==> src/rtl/cpu8_alu_with_flags_assert.svh <==
// Assertion macros used by the ALU top level.
`ifndef CPU8_ALU_WITH_FLAGS_ASSERT_SVH
`define CPU8_ALU_WITH_FLAGS_ASSERT_SVH

// Checks that the consequent holds in the same cycle as the antecedent.
`define CPU8_ASSERT_SAME(name, ante, cons, msg) \
  name: assert property (@(posedge clk) disable iff (rst) (ante) |-> (cons)) \
    else $error(msg);

// Checks that the consequent holds in the cycle after the antecedent.
`define CPU8_ASSERT_NEXT(name, ante, cons, msg) \
  name: assert property (@(posedge clk) disable iff (rst) (ante) |=> (cons)) \
    else $error(msg);

`endif

==> src/rtl/cpu8a_pkg.sv <==
// Package with the beat types, operation codes and flag positions of the ALU.
package cpu8a_pkg;

  // Operation codes, numbered densely.
  typedef enum logic [5:0] {
    OP_ADD   = 6'd0,
    OP_ADC   = 6'd1,
    OP_SUB   = 6'd2,
    OP_SBC   = 6'd3,
    OP_CP    = 6'd4,
    OP_AND   = 6'd5,
    OP_OR    = 6'd6,
    OP_XOR   = 6'd7,
    OP_INC   = 6'd8,
    OP_DEC   = 6'd9,
    OP_CPL   = 6'd10,
    OP_RLC   = 6'd11,
    OP_RRC   = 6'd12,
    OP_RL    = 6'd13,
    OP_RR    = 6'd14,
    OP_SLA   = 6'd15,
    OP_SRA   = 6'd16,
    OP_SRL   = 6'd17,
    OP_SWAP  = 6'd18,
    OP_RLCA  = 6'd19,
    OP_RRCA  = 6'd20,
    OP_RLA   = 6'd21,
    OP_RRA   = 6'd22,
    OP_BIT   = 6'd23,
    OP_RES   = 6'd24,
    OP_SET   = 6'd25,
    OP_DAA   = 6'd26,
    OP_CCF   = 6'd27,
    OP_SCF   = 6'd28,
    OP_ADDHL = 6'd29,
    OP_ADDSP = 6'd30,
    OP_INC16 = 6'd31,
    OP_DEC16 = 6'd32
  } op_t;

  // Flag bit positions in the 4-bit flag word.
  localparam int unsigned FLAG_Z = 3;
  localparam int unsigned FLAG_N = 2;
  localparam int unsigned FLAG_H = 1;
  localparam int unsigned FLAG_C = 0;

  // One input beat.
  typedef struct packed {
    logic [5:0]  func;
    logic [15:0] operand_x;
    logic [15:0] operand_y;
    logic [3:0]  flags_in;
    logic [2:0]  bit_index;
  } in_t;

  // One result beat.
  typedef struct packed {
    logic [15:0] result;
    logic [3:0]  flags_out;
    logic        writes_result;
  } out_t;

endpackage

==> src/rtl/cpu8a_alu.sv <==
// Combinational datapath of the ALU: result, flags and write strobe for one beat.
module cpu8a_alu (
  input  cpu8a_pkg::in_t  item,
  output cpu8a_pkg::out_t res
);
  import cpu8a_pkg::*;

  logic [7:0]  a;
  logic [7:0]  b;
  logic [3:0]  f;
  logic        cf;
  logic        ci;
  logic [8:0]  add9;
  logic [4:0]  add_nib;
  logic [8:0]  sub9;
  logic [4:0]  sub_nib;
  logic [16:0] hl17;
  logic [12:0] hl13;
  logic [15:0] e16;
  logic [8:0]  sp_low9;
  logic [4:0]  sp_nib;
  logic [7:0]  bit_mask;

  assign a  = item.operand_x[7:0];
  assign b  = item.operand_y[7:0];
  assign f  = item.flags_in;
  assign cf = f[FLAG_C];

  // Carry enters only for ADC and SBC.
  assign ci = (item.func == OP_ADC || item.func == OP_SBC) ? cf : 1'b0;

  // Shared adders and subtractors for the 8-bit arithmetic group.
  assign add9    = {1'b0, a} + {1'b0, b} + {8'h00, ci};
  assign add_nib = {1'b0, a[3:0]} + {1'b0, b[3:0]} + {4'h0, ci};
  assign sub9    = {1'b0, a} - {1'b0, b} - {8'h00, ci};
  assign sub_nib = {1'b0, a[3:0]} - {1'b0, b[3:0]} - {4'h0, ci};

  // 16-bit add for ADD HL,r16 with carry out of bit 11 and bit 15.
  assign hl17 = {1'b0, item.operand_x} + {1'b0, item.operand_y};
  assign hl13 = {1'b0, item.operand_x[11:0]} + {1'b0, item.operand_y[11:0]};

  // SP plus signed offset; flags come from the unsigned low-byte add.
  assign e16     = {{8{b[7]}}, b};
  assign sp_low9 = {1'b0, item.operand_x[7:0]} + {1'b0, b};
  assign sp_nib  = {1'b0, item.operand_x[3:0]} + {1'b0, b[3:0]};

  assign bit_mask = 8'h01 << item.bit_index;

  // Operation select.
  always_comb begin
    logic [7:0]  r8;
    logic [7:0]  adj;
    logic        cy;
    logic        wide;
    logic [15:0] r16;
    logic [3:0]  nf;
    logic        wr;

    r8   = 8'h00;
    adj  = 8'h00;
    cy   = cf;
    wide = 1'b0;
    r16  = 16'h0000;
    nf   = f;
    wr   = 1'b1;

    case (item.func)
      OP_ADD, OP_ADC: begin
        r8 = add9[7:0];
        nf = {r8 == 8'h00, 1'b0, add_nib[4], add9[8]};
      end
      OP_SUB, OP_SBC: begin
        r8 = sub9[7:0];
        nf = {r8 == 8'h00, 1'b1, sub_nib[4], sub9[8]};
      end
      OP_CP: begin
        wr = 1'b0;
        nf = {sub9[7:0] == 8'h00, 1'b1, sub_nib[4], sub9[8]};
      end
      OP_AND: begin
        r8 = a & b;
        nf = {r8 == 8'h00, 1'b0, 1'b1, 1'b0};
      end
      OP_OR: begin
        r8 = a | b;
        nf = {r8 == 8'h00, 3'b000};
      end
      OP_XOR: begin
        r8 = a ^ b;
        nf = {r8 == 8'h00, 3'b000};
      end
      OP_INC: begin
        r8 = a + 8'h01;
        nf = {r8 == 8'h00, 1'b0, a[3:0] == 4'hF, cf};
      end
      OP_DEC: begin
        r8 = a - 8'h01;
        nf = {r8 == 8'h00, 1'b1, a[3:0] == 4'h0, cf};
      end
      OP_CPL: begin
        r8 = ~a;
        nf = f;
        nf[FLAG_N] = 1'b1;
        nf[FLAG_H] = 1'b1;
      end
      OP_RLC: begin
        r8 = {a[6:0], a[7]};
        nf = {r8 == 8'h00, 2'b00, a[7]};
      end
      OP_RRC: begin
        r8 = {a[0], a[7:1]};
        nf = {r8 == 8'h00, 2'b00, a[0]};
      end
      OP_RL: begin
        r8 = {a[6:0], cf};
        nf = {r8 == 8'h00, 2'b00, a[7]};
      end
      OP_RR: begin
        r8 = {cf, a[7:1]};
        nf = {r8 == 8'h00, 2'b00, a[0]};
      end
      OP_SLA: begin
        r8 = {a[6:0], 1'b0};
        nf = {r8 == 8'h00, 2'b00, a[7]};
      end
      OP_SRA: begin
        r8 = {a[7], a[7:1]};
        nf = {r8 == 8'h00, 2'b00, a[0]};
      end
      OP_SRL: begin
        r8 = {1'b0, a[7:1]};
        nf = {r8 == 8'h00, 2'b00, a[0]};
      end
      OP_SWAP: begin
        r8 = {a[3:0], a[7:4]};
        nf = {r8 == 8'h00, 3'b000};
      end
      // Accumulator rotates always clear Z.
      OP_RLCA: begin
        r8 = {a[6:0], a[7]};
        nf = {3'b000, a[7]};
      end
      OP_RRCA: begin
        r8 = {a[0], a[7:1]};
        nf = {3'b000, a[0]};
      end
      OP_RLA: begin
        r8 = {a[6:0], cf};
        nf = {3'b000, a[7]};
      end
      OP_RRA: begin
        r8 = {cf, a[7:1]};
        nf = {3'b000, a[0]};
      end
      OP_BIT: begin
        wr = 1'b0;
        nf = {(a & bit_mask) == 8'h00, 1'b0, 1'b1, cf};
      end
      OP_RES: begin
        r8 = a & ~bit_mask;
      end
      OP_SET: begin
        r8 = a | bit_mask;
      end
      OP_DAA: begin
        // Decimal adjust after add or subtract, chosen by N.
        if (f[FLAG_N]) begin
          if (f[FLAG_H]) adj = adj + 8'h06;
          if (cf) adj = adj + 8'h60;
          r8 = a - adj;
        end else begin
          if (f[FLAG_H] || a[3:0] > 4'h9) adj = adj + 8'h06;
          if (cf || a > 8'h99) begin
            adj = adj + 8'h60;
            cy  = 1'b1;
          end
          r8 = a + adj;
        end
        nf = {r8 == 8'h00, f[FLAG_N], 1'b0, cy};
      end
      OP_CCF: begin
        wr = 1'b0;
        nf = {f[FLAG_Z], 2'b00, ~cf};
      end
      OP_SCF: begin
        wr = 1'b0;
        nf = {f[FLAG_Z], 2'b00, 1'b1};
      end
      OP_ADDHL: begin
        wide = 1'b1;
        r16  = hl17[15:0];
        nf   = {f[FLAG_Z], 1'b0, hl13[12], hl17[16]};
      end
      OP_ADDSP: begin
        wide = 1'b1;
        r16  = item.operand_x + e16;
        nf   = {2'b00, sp_nib[4], sp_low9[8]};
      end
      OP_INC16: begin
        wide = 1'b1;
        r16  = item.operand_x + 16'h0001;
      end
      OP_DEC16: begin
        wide = 1'b1;
        r16  = item.operand_x - 16'h0001;
      end
      default: begin
        // Unused codes: no result, flags unchanged.
        wr = 1'b0;
      end
    endcase

    res.result        = wide ? r16 : {8'h00, r8};
    res.flags_out     = nf;
    res.writes_result = wr;
  end

endmodule

==> src/rtl/cpu8_alu_with_flags.sv <==
// Top level of the 8-bit ALU with flags: input register, datapath, result register.
//
//   channel | direction | payload     | handshake
//   --------+-----------+-------------+----------------------
//   in      | into ALU  | cpu8a_pkg::in_t  | in_valid / in_stall
//   out     | from ALU  | cpu8a_pkg::out_t | out_valid / out_stall
//
// Each beat passes from acceptance into the input register and then
// through the datapath into the result register.
// One beat is accepted every cycle while the output side does not stall.
// Reset clears both valid bits; no payload register is reset.
// A stall on the output holds the result register, and in_stall rises only
// when the input register is also full.
`include "cpu8_alu_with_flags_assert.svh"

module cpu8_alu_with_flags (
  input  logic            clk,
  input  logic            rst,
  input  logic            in_valid,
  output logic            in_stall,
  input  cpu8a_pkg::in_t  in_data,
  output logic            out_valid,
  input  logic            out_stall,
  output cpu8a_pkg::out_t out_data
);
  import cpu8a_pkg::*;

  logic  s1_valid;
  in_t   s1_data;
  out_t  alu_res;
  logic  advance;

  // The result register moves whenever it is empty or its beat is taken.
  assign advance  = !(out_valid && out_stall);
  assign in_stall = s1_valid && !advance;

  // Input register.
  always_ff @(posedge clk) begin
    if (rst) begin
      s1_valid <= 1'b0;
    end else if (!in_stall) begin
      s1_valid <= in_valid;
    end
  end

  always_ff @(posedge clk) begin
    if (in_valid && !in_stall) begin
      s1_data <= in_data;
    end
  end

  cpu8a_alu u_alu (
    .item (s1_data),
    .res  (alu_res)
  );

  // Result register.
  always_ff @(posedge clk) begin
    if (rst) begin
      out_valid <= 1'b0;
    end else if (advance) begin
      out_valid <= s1_valid;
    end
  end

  always_ff @(posedge clk) begin
    if (advance && s1_valid) begin
      out_data <= alu_res;
    end
  end

  // Input is held back only while both registers are full and blocked.
  `CPU8_ASSERT_SAME(a_stall_only_when_full, in_stall, s1_valid && out_valid && out_stall,
    "input stalled while a register had room")
  // A full input register that can move produces a result beat next cycle.
  `CPU8_ASSERT_NEXT(a_stage_moves, s1_valid && advance, out_valid,
    "beat lost between input and result register")
  // With nothing behind it, a taken result beat leaves the output empty.
  `CPU8_ASSERT_NEXT(a_no_repeat, out_valid && !out_stall && !s1_valid, !out_valid,
    "result beat repeated")
  // Non-writing operations always report a zero result.
  `CPU8_ASSERT_SAME(a_nowrite_zero, out_valid && !out_data.writes_result,
    out_data.result == 16'h0000, "nonzero result on a non-writing operation")

endmodule
==> config.mk <==
export PLATFORM = sky130hd
export DESIGN_NAME = cpu8_alu_with_flags
export DESIGN_NICKNAME = d
export VERILOG_FILES = /design/src/rtl/cpu8a_pkg.sv /design/src/rtl/cpu8a_alu.sv /design/src/rtl/cpu8_alu_with_flags.sv
export VERILOG_INCLUDE_DIRS = /design/src /design/src/rtl
export SDC_FILE = /design/constraint.sdc
export NUM_CORES = 1
export LEC_CHECK = 0
export ABC_AREA = 1
export ABC_CLOCK_PERIOD_IN_PS = 4500
export BUFFER_PORTS_ARGS = -buffer_cell sky130_fd_sc_hd__buf_4
export CAP_MARGIN = 40
export CORE_MARGIN = 2
export CORE_UTILIZATION = 34
export CTS_CLUSTER_DIAMETER = 80
export DETAILED_ROUTE_END_ITERATION = 10
export SKIP_LAST_GASP = 1
export SYNTH_ARGS = -nofsm -noshare
export SYNTH_HDL_FRONTEND = slang
export SYNTH_SLANG_ARGS = --single-unit
==> constraint.sdc <==
create_clock -name clk -period 4.5 [get_ports clk]
set_input_delay 0.225 -clock clk [delete_from_list [all_inputs] [get_ports clk]]
set_output_delay 0.225 -clock clk [all_outputs]
set_load 0.01 [all_outputs]
=== Yosys cells after proc, flatten, opt, wreduce, memory -nomap -nowiden ===
Index checks and enable logic that the tools add are counted.

* Bits in registers: 68
* Output and inout port bits: 23
* Logic and storage cells: 137

* Add/sub/neg operators: 19
* Magnitude comparators: 2
* Equal/unequal tests: 33
* Shift operators: 1
* Muxes and demuxes: 23
* Bitwise gates (word level): 9
* Reductions and logical operators: 39

{| class="wikitable"
|+ Operators with widths
! cell !! number
|-
| 8-bit one-hot mux with 19 select lines || 1
|-
| 8-bit zero test || 15
|-
| 8-bit 2-to-1 mux || 13
|-
| 6-bit by 5-bit equality test with 1-bit output, second input constant || 16
|-
| 4-bit one-hot mux with 24 select lines || 1
|-
| 16-bit one-hot mux with 4 select lines || 1
|-
| 6-bit by 4-bit equality test with 1-bit output, second input constant || 8
|-
| 29-bit OR reduction || 1
|-
| 8-bit AND || 3
|-
| 6-bit by 3-bit equality test with 1-bit output, second input constant || 4
|-
| 16-bit by 16-bit adder with 17-bit output || 1
|-
| 16-bit by 1-bit adder with 16-bit output, second input constant || 1
|-
| 16-bit adder || 1
|-
| 8-bit by 7-bit adder with 8-bit output, second input constant || 2
|-
| 8-bit NOT || 2
|-
| 8-bit OR || 2
|-
| 2-bit OR reduction || 8
|-
| 16-bit by 1-bit subtractor with 16-bit output, second input constant || 1
|-
| 7-bit zero test || 2
|-
| 12-bit by 12-bit adder with 13-bit output || 1
|-
| 6-bit by 2-bit equality test with 1-bit output, second input constant || 2
|-
| 8-bit by 8-bit adder with 9-bit output || 1
|-
| 9-bit by 1-bit adder with 9-bit output || 1
|-
| 8-bit by 8-bit subtractor with 9-bit output || 1
|-
| 26 further kinds || 37
|}

=== Depth between registers and ports, before layout ===
Gate-level depths: netlist (run 1).

* Depth after elaboration: 14
* Gate-level depth with buffers: 24
* Gate-level depth less buffers: 23

=== Modules after synthesis ===
Synthesis (run 1) repeated with hierarchy kept, for this count alone.

* Cell total of the unflattened synthesis: 1100
* Area, all modules: 7473.4 sq um

{| class="wikitable"
|+ Modules (own cells, without submodules)
! module !! instances !! cells each !! area an instance (sq um)
|-
| cpu8a_alu || 1 || 1022 || 5400.2
|-
| cpu8_alu_with_flags || 1 || 78 || 2073.2
|}

=== Least setup slack after synthesis (run 1) ===
No wires, ideal clock.

* Path type: reg2reg
* Start point: register s1_data[23] in the netlist's numbering
* End point: register out_data[11] in the netlist's numbering (data pin)
* Arrival time: 3153 ps
* Required time: 4246 ps
* Slack: 1093 ps
* Stages on the path, launching flop included: 24
* Path buffers: 1
* Period minus slack after synthesis: 3407 ps
* Cells stage by stage: edfxtp_1 buf_2 clkinv_1 ha_1 nand2_1 nand2_1 o22ai_1 nand2_1 nand2_1 inv_1 ha_1 nand2_1 nand2_1 ha_1 nand2_1 or2_2 nand3_1 nand2_1 nand3_1 nand3_1 nor2_1 nand2_1 nor2_1 nand2_1

{| class="wikitable"
|+ RTL lines
! element !! RTL line !! RTL
|-
| start, declared || cpu8_alu_with_flags.sv:29 || <nowiki>in_t s1_data;</nowiki>
|-
| start signal, assigned || cpu8_alu_with_flags.sv:48 || <nowiki>s1_data <= in_data;</nowiki>
|-
| end signal, assigned || cpu8_alu_with_flags.sv:68 || <nowiki>out_data <= alu_res;</nowiki>
|-
| end, declared || cpu8_alu_with_flags.sv:24 || <nowiki>output cpu8a_pkg::out_t out_data</nowiki>
|}

==> summary.md, run 1 <==
| Metric | Value |
|---|---|
| DIE AREA | `0.0237 mm^2` |
| Crit-path leading delay family | `simple AND/OR/NAND/NOR gates` |
| Worst flop-to-flop path endpoint | `out_data[8]` |
| Antenna violations before repair | `0` |
| # Post-CTS Setup Buffers | `0` |
| Sink of the worst hold path | `s1_valid` |
| Critical Path Most Common Cell | `inv_1` |
| Pwr dens | `265 mW/mm^2` |
| Fin Hold WS | `0.0321 ns` |
| Hold buffer count at cts | `0` |
| Async SR Flop Fraction | `0%` |
| Post-DP HPWL | `23300 um` |
| Max-cap viol count | `0` |
| DIE WIDTH | `154 um` |
| Diode count | `0` |
| Syn avg cell area | `6.66 um^2` |
| Share of layout cells above drive strength 1 | `11.8%` |
| Outcome | `complete, no violations` |
| Initial Utilization | `34.8%` |
| Relative slew margins | `43.7%` |
| Final Skew | `0.00981 ns` |
| Slowest cell delay on critical path | `0.55 ns` |
| Final setup viols | `0` |
| GRT Resource Usage Total | `24.9%` |
| Syn Inst Count | `1147` |
| Post-synth top cells | `nand2_1, inv_1, nor2_1` |
| Count leader, synth | `nand2_1` |
| Switch share | `36.6%` |
| Clock power share | `34.4%` |
| Clock transition at path regs | `0.06 ns` |
| Internal power | `0.00149 W` |
| Fin nets | `1352` |
| Drt wl/cell | `19.4 um` |
| Clock sinks | `68` |
| Setup CP Type | `reg -> reg` |
| Net Count, Synth | `1270` |
| Cts bufs inserted | `9` |
| Hold Crit Class | `in -> reg` |
| Launch point of the worst reg-to-reg path | `s1_data[43]` |
| Hold Violations, Final | `0` |
| DRT Wirelength | `29300 um` |
| Initial DRT Pass Iterations | `7` |
| Critical Path AT | `3.89 ns` |
| CP Max Fanout | `17` |
| Post-synthesis sequential area ratio | `26.5%` |
| Startpoint types | `flop` |
| Post-layout min period | `3.80 ns` |
| Site Rows | `54` |
| Synth cell types | `47` |
| Boundary Pins | `72` |
| Combinational power share | `32.5%` |
| YS warnings | `0` |
| Primary FF master, synth | `edfxtp_1` |
| Buf/Inv on CP | `4` |
| Max-slew violations | `0` |
| Drt via density | `5.59` |
| R2R setup slack | `0.70 ns` |
| Die height | `154 um` |
| Cells on worst reg2reg path | `15` |
| Leakage | `4.41 nW` |
| GPL Wtd Cong | `1.04` |
| Cell Chain, Critical Path | `nor2_4 > inv_2 > nor2_1 > inv_1 > nor3_1 > inv_1 > fa_1 > inv_1 > ha_1 > o21ai_0 > nand2_1 > xor2_1 > o221ai_1 > nor2_1 > nand3_1` |
| HP Start | `rst` |
| Drc violations | `0` |
| Synth area leader | `edfxtp_1` |
| Cell area after synthesis | `0.00763 mm^2` |
| Root buffer cell | `clkbuf_16` |
| Area fraction of the dominant cell type after synthesis | `26.0%` |
| Data required time at the worst endpoint | `4.59 ns` |
| GR Overflow Total | `0` |
| Crit share post-route | `84.5%` |
| Core area | `0.0220 mm^2` |
| Reg power frac | `33.1%` |
| VDD IR max | `160 uV` |
| Synth area leaders | `edfxtp_1, nand2_1, ha_1, inv_1, nand3_1` |
| Largest net degree at the start of global routing | `36` |
| RSZ-0062 raised after global routing | `no` |
| Worst hold path stage count | `2` |
| Port bufs | `71` |
| Max clock buf depth | `2` |
| H-tree depth | `3` |
| Area delta synth->final | `16.3%` |
| Post-synth EDFFs | `66` |
| Vias post-DR | `8456` |
| Vias in the first global route | `7843` |
| Worst Setup End Kind | `flop` |
| Flop and latch count out of synthesis | `68` |
| DRT iter0 DRCs | `991` |
| Worst skew pair latency | `0.36 ns` |
| Worst path slowest cell | `fa_1` |
| CTS tree | `yes` |
| Highest clock rate | `263 MHz` |
| Setup tns final | `0 ns` |
| Worst Tran Pin Value | `0.844 ns` |
| CTS-repair resized insts | `0` |
| Sw Pwr | `0.000860 W` |
| First-pass GRT wire length | `45100 um` |
| DRT antenna net count | `0` |
==> stage by stage <==
stage          power, W  setup slack (ns)  util, %  area, um^2  instances
2_1_floorplan   0.00128              1.09        -        7630       1147
3_3_place_gp    0.00153             0.793     38.9        8530       1497
3_5_place_dp    0.00153             0.787     39.0        8550       1498
4_1_cts         0.00235             0.787     40.4        8880       1514
5_1_grt         0.00248             0.373     40.4        8880       1514
6_report        0.00235             0.698     40.4        8880       1514
==> how the worst max path moves through the flow <==
stage                     depth (start not counted)   startpoint           end  slack [ns]
after floorplan                                  23  s1_data[23]  out_data[11]        1.09
after global placement                           15  s1_data[43]   out_data[8]        0.79
after detailed placement                         15  s1_data[43]   out_data[8]        0.79
after CTS                                        15  s1_data[43]   out_data[8]        0.79
after global routing                             19  s1_data[43]   out_data[9]        0.37
final                                            15  s1_data[43]   out_data[8]        0.70
==> state kept, by name, summed over array words and instances, names as in the netlist <==
register,flops
out_data,21
s1_valid,1
s1_data,45
out_valid,1
==> cell type report <==
type | count | area, um^2
Clock buffer | 9 | 225
Clock inverter | 7 | 97.6
Tap cell | 280 | 350
Multi-Input combinational cell | 900 | 4900
Inverter | 163 | 612
Sequential cell | 68 | 2020
Timing Repair Buffer | 87 | 666
Fill cell | 2321 | 13100
==> metal layers <==
metal | vias to the layer above | share of wire [%] | track usage (%)
li1 | 4025 | - | -
met1 | 3844 | 43 | 34.8
met2 | 497 | 42 | 37.9
met3 | 90 | 11 | 4.11
met4 | 0 | 4.4 | 11.3
met5 | - | 0 | 0
==> kinds of logic after synthesis <==
family,synth area share [%]
simple gates,36.8
buf+inv,9.32
compound gates,13.3
fa+ha+maj,12.5
flops,26.5
xor+xnor,1.61
==> cell usage in the layout (no fill, tap or decap), types with 6 or more instances in the layout <==
cell type and n:
inv_2 11, o211ai_1 8, edfxtp_1 66, o21ai_1 6, buf_4 86, nor2_1 127
o21ai_0 38, nand3b_1 6, or2_2 7, a21oi_1 48, a31oi_1 14, nor3_1 18
nand2_1 322, ha_1 70, clkbuf_16 9, xnor2_1 6, nand3_1 99, a21o_1 7
nor2_2 8, inv_1 147, o22ai_1 18, nand4_1 36, xor2_1 8
==> worst reg2reg max path, cell delays in order, from the launching register on <==
cell and delay, ns:
edfxtp_1 0.47, nor2_4 0.39, inv_2 0.13, nor2_1 0.17, inv_1 0.07, nor3_1 0.36, inv_1 0.12, fa_1 0.55
inv_1 0.08, ha_1 0.20, o21ai_0 0.18, nand2_1 0.13, xor2_1 0.29, o221ai_1 0.15, nor2_1 0.16, nand3_1 0.11
==> power groups by stage <==
stage / combinational [W] / sequential, W / clock [W]
floorplan: 0.000496 / 0.000784 / 0
global placement: 0.000735 / 0.000792 / 0
detailed placement: 0.000741 / 0.000791 / 0
CTS: 0.000745 / 0.000777 / 0.000828
global route: 0.000844 / 0.000782 / 0.000851
finish: 0.000763 / 0.000778 / 0.000809
Note: power is estimated with default switching activity, not from simulation.
==> run 2: changes to the inputs <==
Settings changed: ABC_AREA 1 to 0, ABC_CLOCK_PERIOD_IN_PS 4500 to 3840.
Clock period 4.5 ns to 3.84 ns, I/O delays scaled along.
==> run 2 against run 1 <==
Sequential share of layout area is 0.76 points higher. Synthesized cell count shrank 29%. Combinational power rose by 18%. Critical endpoint is now out_data[2]. Largest cell class unchanged.
==> summary.md, run 2 <==
| Metric | Value |
|---|---|
| Outcome | `complete, no violations (unchanged)` |
| Max-cap viol count | `0 (unchanged)` |
| Max clock buf depth | `2 (unchanged)` |
| Cell Chain, Critical Path | `or3_4 > or3_1 > fa_1 > fa_1 > o21a_1 > nor2_1 > xnor2_1 > o21ai_0 > nor4_2 > o221ai_1 (was nor2_4 > inv_2 > nor2_1 > inv_1 > nor3_1 > inv_1 > fa_1 > inv_1 > ha_1 > o21ai_0 > nand2_1 > xor2_1 > o221ai_1 > nor2_1 > nand3_1)` |
| Pwr Total | `0.00278 W (was 0.00235 W)` |
| Biggest register | `s1_data (unchanged)` |
| Area delta synth->final | `21.0% (was 16.3%)` |
| Fin Hold WS | `0.0134 ns (was 0.0321 ns)` |
| Core area | `0.0204 mm^2 (was 0.0220 mm^2)` |
| Post-layout min period | `3.69 ns (was 3.80 ns)` |
| Critical Path AT | `3.76 ns (was 3.89 ns)` |
| Final setup viols | `0 (unchanged)` |
| Launch point of the worst reg-to-reg path | `s1_data[43] (unchanged)` |
| Worst Setup End Kind | `flop (unchanged)` |
| Die height | `148 um (was 154 um)` |
| H-tree depth | `3 (unchanged)` |
| Final Skew | `0.00704 ns (was 0.00981 ns)` |
| HP Start | `in_data[33] (was rst)` |
| R2R setup slack | `0.15 ns (was 0.70 ns)` |
| DRT iter0 DRCs | `788 (was 991)` |
| Drc violations | `0 (unchanged)` |
| DIE WIDTH | `148 um (was 154 um)` |
| Worst Tran Pin Value | `0.882 ns (was 0.844 ns)` |
| Post-synth EDFFs | `66 (unchanged)` |
| CTS tree | `yes (unchanged)` |
| VDD IR max | `216 uV (was 160 uV)` |
| Synth area leaders | `edfxtp_1, ha_1, xnor2_1, a21oi_1, nor2_1 (was edfxtp_1, nand2_1, ha_1, inv_1, nand3_1)` |
| Met2 Track Usage GR | `34.3% (was 37.9%)` |
| Vias post-DR | `7012 (was 8456)` |
| Syn Inst Count | `820 (was 1147)` |
| Largest net degree at the start of global routing | `25 (was 36)` |
| Clock sinks | `68 (unchanged)` |
| Synth cell types | `82 (was 47)` |
| Hold Crit Class | `in -> reg (unchanged)` |
| Slowest cell delay on critical path | `0.46 ns (was 0.55 ns)` |
| Most frequent cells in the layout | `buf_4, ha_1, edfxtp_1 (was nand2_1, inv_1, nor2_1)` |
| Cells on worst reg2reg path | `10 (was 15)` |
| First-pass GRT wire length | `38400 um (was 45100 um)` |
| Initial DRT Pass Iterations | `5 (was 7)` |
| Port bufs | `71 (unchanged)` |
| Placed cell count | `1178 (was 1498)` |
| Clock transition at path regs | `0.06 ns (about the same)` |
| Worst flop-to-flop path endpoint | `out_data[2] (was out_data[8])` |
| Max-slew violations | `0 (unchanged)` |
| Drt wl/cell | `21.0 um (was 19.4 um)` |
| Share of layout cells above drive strength 1 | `19.2% (was 11.8%)` |
| Flop and latch count out of synthesis | `68 (unchanged)` |
| Pwr dens | `324 mW/mm^2 (was 265 mW/mm^2)` |
| Commonest non-fill, non-tap cell in the layout | `buf_4 (was nand2_1)` |
| Primary FF master, synth | `edfxtp_1 (unchanged)` |
| Diode count | `0 (unchanged)` |
| Post-synthesis sequential area ratio | `28.5% (was 26.5%)` |
| YS warnings | `0 (unchanged)` |
| Drt via density | `5.86 (was 5.59)` |
| Hold Violations, Final | `0 (unchanged)` |
| Vias in the first global route | `6654 (was 7843)` |
| Antenna violations before repair | `0 (unchanged)` |
| Crit-path leading delay family | `simple AND/OR/NAND/NOR gates (unchanged)` |
| DRT antenna net count | `0 (unchanged)` |
| CP Capture Point | `out_data[2] (was out_data[8])` |
| Layer with the highest usage | `met2 (unchanged)` |
| Net Count, Synth | `943 (was 1270)` |
| Syn avg cell area | `8.65 um^2 (was 6.66 um^2)` |
| Grt met1 use | `32.9% (was 34.8%)` |
| Synth area leader | `edfxtp_1 (unchanged)` |
| Post-synth top cells | `ha_1, edfxtp_1, nor2_1 (was nand2_1, inv_1, nor2_1)` |
| DIE AREA | `0.0220 mm^2 (was 0.0237 mm^2)` |
| Highest clock rate | `271 MHz (was 263 MHz)` |
| DRT Wirelength | `25100 um (was 29300 um)` |
| Data required time at the worst endpoint | `3.91 ns (was 4.59 ns)` |
| RSZ-0062 raised after global routing | `yes (was no)` |
| CP Launch Point | `s1_data[43] (unchanged)` |
| Worst skew pair latency | `0.35 ns (was 0.36 ns)` |
| Relative slew margins | `40.8% (was 43.7%)` |
| Buf/Inv on CP | `0 (was 4)` |
| Async SR Flop Fraction | `0% (unchanged)` |
| Biggest regs | `s1_data x45, out_data x21 (unchanged)` |
| GR Overflow Total | `0 (unchanged)` |
| Boundary Pins | `72 (unchanged)` |
| Cts bufs inserted | `9 (unchanged)` |
| Critical Path Most Common Cell | `fa_1 (was inv_1)` |
| Max FFs per register | `45 (unchanged)` |
| Post-layout util | `42.2% (was 40.4%)` |
| Cell area after synthesis | `0.00710 mm^2 (was 0.00763 mm^2)` |
| Initial Utilization | `34.8% (about the same)` |
| Leakage | `3.41 nW (was 4.41 nW)` |
| Setup CP Type | `reg -> reg (unchanged)` |
| Worst path slowest cell | `edfxtp_1 (was fa_1)` |
| GPL Wtd Cong | `0.965 (was 1.04)` |
| Site Rows | `52 (was 54)` |
| Crit share post-route | `96.1% (was 84.5%)` |
| Non-filler cells, final | `1196 (was 1514)` |
| Count leader, synth | `ha_1 (was nand2_1)` |
| GRT Resource Usage Total | `22.8% (was 24.9%)` |
| Crit path depth | `10 (was 15)` |
| Fin nets | `1044 (was 1352)` |
| Root buffer cell | `clkbuf_16 (unchanged)` |
| GRT met3 Usage | `3.68% (was 4.11%)` |
| CP Max Fanout | `6 (was 17)` |
| Post-DP HPWL | `19800 um (was 23300 um)` |
| Area fraction of the dominant cell type after synthesis | `27.9% (was 26.0%)` |
| Startpoint types | `flop (unchanged)` |
-- run 2: logic make-up (layout without fill, tap and decap cells) --
logic type	count (synthesis)	after routing	synth area share, %
mux	7	7	1.04
simple gates	295	295	22.4
fa+ha+maj	74	74	13.5
flops	68	68	28.5
xor+xnor	54	54	6.66
compound gates	246	246	23.3
buf+inv	76	182	4.72
-- run 2: power breakdown --
| group | internal (W) | switching (W) | total, W | leakage [nW] |
|---|---|---|---|---|
| registers | 0.000869 | 0.0000329 | 0.000902 | 0.651 |
| clock network | 0.000636 | 0.000346 | 0.000982 | 0.163 |
| logic | 0.000373 | 0.000527 | 0.000900 | 2.59 |
-- run 2: worst min path at each step --
stage	slack, ns	depth (start not counted)	end
final	0.01	1	s1_data[33]
after CTS	0.001	1	s1_data[17]
after floorplan	0.26	1	out_valid
after global routing	0.008	1	s1_data[15]
after global placement	0.36	2	out_valid
after detailed placement	0.36	2	out_valid
-- run 2: final cells by class --
class	instances	area, um^2
fill	2033	11800
multi-input combinational	676	4780
sequential	68	2020
timing repair buffer	128	967
tap	270	338
clock buffer	10	229
inverter	38	143
clock inverter	6	111
-- run 2: per-stage QoR --
step	worst slack [ns]	area, um^2	setup TNS (ns)
final	0.149	8590	0
after global routing	-0.0181	8590	-0.0231
after CTS	0.0790	8560	0
after detailed placement	-0.0503	8200	-0.0503
after global placement	-0.0636	8190	-0.0636
after floorplan	0.0258	7100	0
-- run 2: repair_timing --
action                                 CTS  global route
gates cloned                             0             0
pin swaps                                0             3
setup endpoints to repair                1             7
gates resized for setup                  1            12
setup buffers                            0             1
endpoints found under the hold margin    2             0
hold buffers                             1             0
-- run 2: routing by layer --
| layer | share of wire (%) | wire length, um |
|---|---|---|
| met4 | 3.0 | 752 |
| met3 | 8.1 | 2020 |
| met5 | 0 | 0 |
| met1 | 46 | 11500 |
| met2 | 43 | 10900 |
==> run 3: changes to the inputs <==
Settings changed: CORE_UTILIZATION 34 to 40.
==> run 3 against run 2 <==
Register-to-register slack about the same. Sequential cell count stayed put. Non-clock buffer count increased by 2. Sequential share of layout area rose by 0.24 points. Power is 4.7% lower. Fmax down 0.36%. First-iteration DRC count decreased by 19%. Clock skew up 0.0034 ns. Worst hold slack got worse by 0.0036 ns. Critical path type unchanged. Highest routed layer unchanged.
==> summary.md, run 3 (synthesized netlist as in run 2, its figures left out) <==
| Metric | Value |
|---|---|
| Register area | `0.00202 mm^2 (unchanged)` |
| DRT iter0 DRCs | `636 (was 788)` |
| CP Max Fanout | `5 (was 6)` |
| Setup tns final | `0 ns (unchanged)` |
| Pwr dens | `312 mW/mm^2 (was 324 mW/mm^2)` |
| Slowest cell delay on critical path | `0.61 ns (was 0.46 ns)` |
| Site Rows | `48 (was 52)` |
| Critical Path AT | `3.79 ns (was 3.76 ns)` |
| Vias in the first global route | `6421 (was 6654)` |
| Final setup viols | `0 (unchanged)` |
| Most frequent cells in the layout | `buf_4, ha_1, edfxtp_1 (unchanged)` |
| Worst hold path stage count | `1 (unchanged)` |
| GRT Resource Usage Total | `27.0% (was 22.8%)` |
| Fin Hold WS | `0.00976 ns (was 0.0134 ns)` |
| H-tree depth | `3 (unchanged)` |
| Crit share post-route | `96.5% (was 96.1%)` |
| Drt via density | `6.14 (was 5.86)` |
| Leakage | `3.39 nW (was 3.41 nW)` |
| Max-cap viol count | `0 (unchanged)` |
| First-pass GRT wire length | `37700 um (was 38400 um)` |
| RSZ-0062 raised after global routing | `no (was yes)` |
| Worst Tran Pin Value | `0.930 ns (was 0.882 ns)` |
| Sw Pwr | `0.000889 W (was 0.000906 W)` |
| DIE AREA | `0.0188 mm^2 (was 0.0220 mm^2)` |
| Setup CP Type | `reg -> reg (unchanged)` |
| Final Skew | `0.0105 ns (was 0.00704 ns)` |
| Post-DP HPWL | `19200 um (was 19800 um)` |
| Outcome | `complete, no violations (unchanged)` |
| Worst flop-to-flop path endpoint | `out_data[12] (was out_data[2])` |
| Drt wl/cell | `21.5 um (was 21.0 um)` |
| Multi-input logic area | `0.00478 mm^2 (about the same)` |
| Diode count | `0 (unchanged)` |
| Startpoint types | `flop (unchanged)` |
| Max FFs per register | `45 (unchanged)` |
| Core area | `0.0173 mm^2 (was 0.0204 mm^2)` |
| Worst skew pair latency | `0.35 ns (about the same)` |
| Biggest regs | `s1_data x45, out_data x21 (unchanged)` |
| Root buffer cell | `clkbuf_16 (unchanged)` |
| Area delta synth->final | `19.8% (was 21.0%)` |
| R2R setup slack | `0.14 ns (was 0.15 ns)` |
| Hold Crit Class | `in -> reg (unchanged)` |
| Cells on worst reg2reg path | `12 (was 10)` |
| Reg power frac | `34.1% (was 32.4%)` |
| Relative slew margins | `37.5% (was 40.8%)` |
| Post-layout min period | `3.70 ns (was 3.69 ns)` |
| Max-slew violations | `0 (unchanged)` |
| Launch point of the worst reg-to-reg path | `s1_data[44] (was s1_data[43])` |
| Fin nets | `1046 (was 1044)` |
| DIE WIDTH | `137 um (was 148 um)` |
| Port bufs | `71 (unchanged)` |
| GR Overflow Total | `0 (unchanged)` |
| Cell Chain, Critical Path | `or3_1 > or3_1 > fa_2 > inv_1 > ha_1 > o21ai_0 > a211oi_1 > a21o_1 > a21oi_1 > xor2_1 > nor2_1 > a2111o_1 (was or3_4 > or3_1 > fa_1 > fa_1 > o21a_1 > nor2_1 > xnor2_1 > o21ai_0 > nor4_2 > o221ai_1)` |
| Cts bufs inserted | `9 (unchanged)` |
| Max clock buf depth | `2 (unchanged)` |
| HP Start | `in_data[22] (was in_data[33])` |
| Share of layout cells above drive strength 1 | `19.1% (was 19.2%)` |
| GPL Wtd Cong | `0.969 (was 0.965)` |
| Sink of the worst hold path | `s1_data[22] (was s1_data[33])` |
| Switch share | `33.5% (was 32.5%)` |
| Internal power | `0.00176 W (was 0.00188 W)` |
| Vias post-DR | `7081 (was 7012)` |
| CTS tree | `yes (unchanged)` |
| Critical Path Most Common Cell | `or3_1 (was fa_1)` |
| Clock power share | `32.1% (was 35.3%)` |
| Boundary Pins | `72 (unchanged)` |
| Biggest register | `s1_data (unchanged)` |
| Combinational power share | `33.8% (was 32.3%)` |
| VDD IR max | `206 uV (was 216 uV)` |
| DRT antenna net count | `0 (unchanged)` |
| DRT Wirelength | `24800 um (was 25100 um)` |
| Drc violations | `0 (unchanged)` |
| Largest net degree at the start of global routing | `29 (was 25)` |
| Initial DRT Pass Iterations | `7 (was 5)` |
| Data required time at the worst endpoint | `3.93 ns (was 3.91 ns)` |
| Highest clock rate | `270 MHz (was 271 MHz)` |
| Clock sinks | `68 (unchanged)` |
| Initial Utilization | `41.0% (was 34.8%)` |
| Die height | `137 um (was 148 um)` |
| Worst path slowest cell | `fa_2 (was edfxtp_1)` |
| Antenna violations before repair | `0 (unchanged)` |
| Worst Setup End Kind | `flop (unchanged)` |
| Hold Violations, Final | `0 (unchanged)` |
| Commonest non-fill, non-tap cell in the layout | `buf_4 (unchanged)` |
| Clock transition at path regs | `0.06 ns (about the same)` |
| Fill cells | `1727 (was 2033)` |
run 3: cell types whose count changed in the layout (fill, tap and decap cells not counted), moves of 2 or more:
cell           change
o21ai_1            -3
bufinv_16          -2
dlygate4sd3_1      +2
o21ai_0            +2
run 3: per-layer routing:
metal | vias to the layer above | wire length (um) | global-route usage (%) | share of wire, %
met5 | - | 0 | 0 | 0
met4 | 0 | 740 | 9.28 | 3.0
met3 | 54 | 2220 | 5.15 | 8.9
met2 | 378 | 10500 | 39.1 | 42
met1 | 3323 | 11300 | 40.1 | 46
li1 | 3326 | - | - | -
run 3: through the flow:
step | cell area [um^2] | util [%] | power (W) | setup WS (ns) | instances
4_1_cts | 8450 | 48.9 | 0.00264 | 0.0378 | 1150
6_report | 8500 | 49.2 | 0.00265 | 0.135 | 1153
2_1_floorplan | 7100 | - | 0.00149 | 0.0258 | 820
3_5_place_dp | 8130 | 47.0 | 0.00178 | 0.0521 | 1131
3_3_place_gp | 8130 | 47.0 | 0.00178 | 0.0845 | 1131
5_1_grt | 8500 | 49.2 | 0.00278 | 0.0105 | 1153
run 3: worst max-delay path: cells and delay by family (launching register included):
kind,cells,cell delay (ns)
buf+inv,1,0.06
xor+xnor,1,0.21
compound gates,5,1.02
simple gates,3,0.95
fa+ha+maj,2,0.77
flops,1,0.43
run 3: area by class of cell:
cell class / instances / area share [%]
Tap cell: 225 / 3.31
Multi-Input combinational cell: 676 / 56.2
Clock buffer: 12 / 2.90
Timing Repair Buffer: 130 / 11.6
Clock inverter: 4 / 0.589
Sequential cell: 68 / 23.8
Inverter: 38 / 1.68
run 3: worst max path at each step:
stage,from,endpoint,cells after the start
global placement,s1_data[44],out_data[2],10
global route,s1_data[44],out_data[12],12
detailed placement,s1_data[44],out_data[2],10
finish,s1_data[44],out_data[12],12
CTS,s1_data[44],out_data[2],10
floorplan,s1_data[24],out_data[12],16
run 3: timing repair:
action | CTS | global route
hold endpoints to repair | 4 | 0
gates resized for setup | 0 | 10
setup buffers | 0 | 3
endpoints found under the setup margin | 0 | 5
hold buffers | 3 | 0
run 3: power by group through the flow:
stage	sequential [W]	clock (W)	combinational, W
finish	0.000904	0.000852	0.000898
global route	0.000908	0.000898	0.000975
CTS	0.000903	0.000868	0.000872
detailed placement	0.000919	0	0.000864
global placement	0.000918	0	0.000865
floorplan	0.000919	0	0.000576
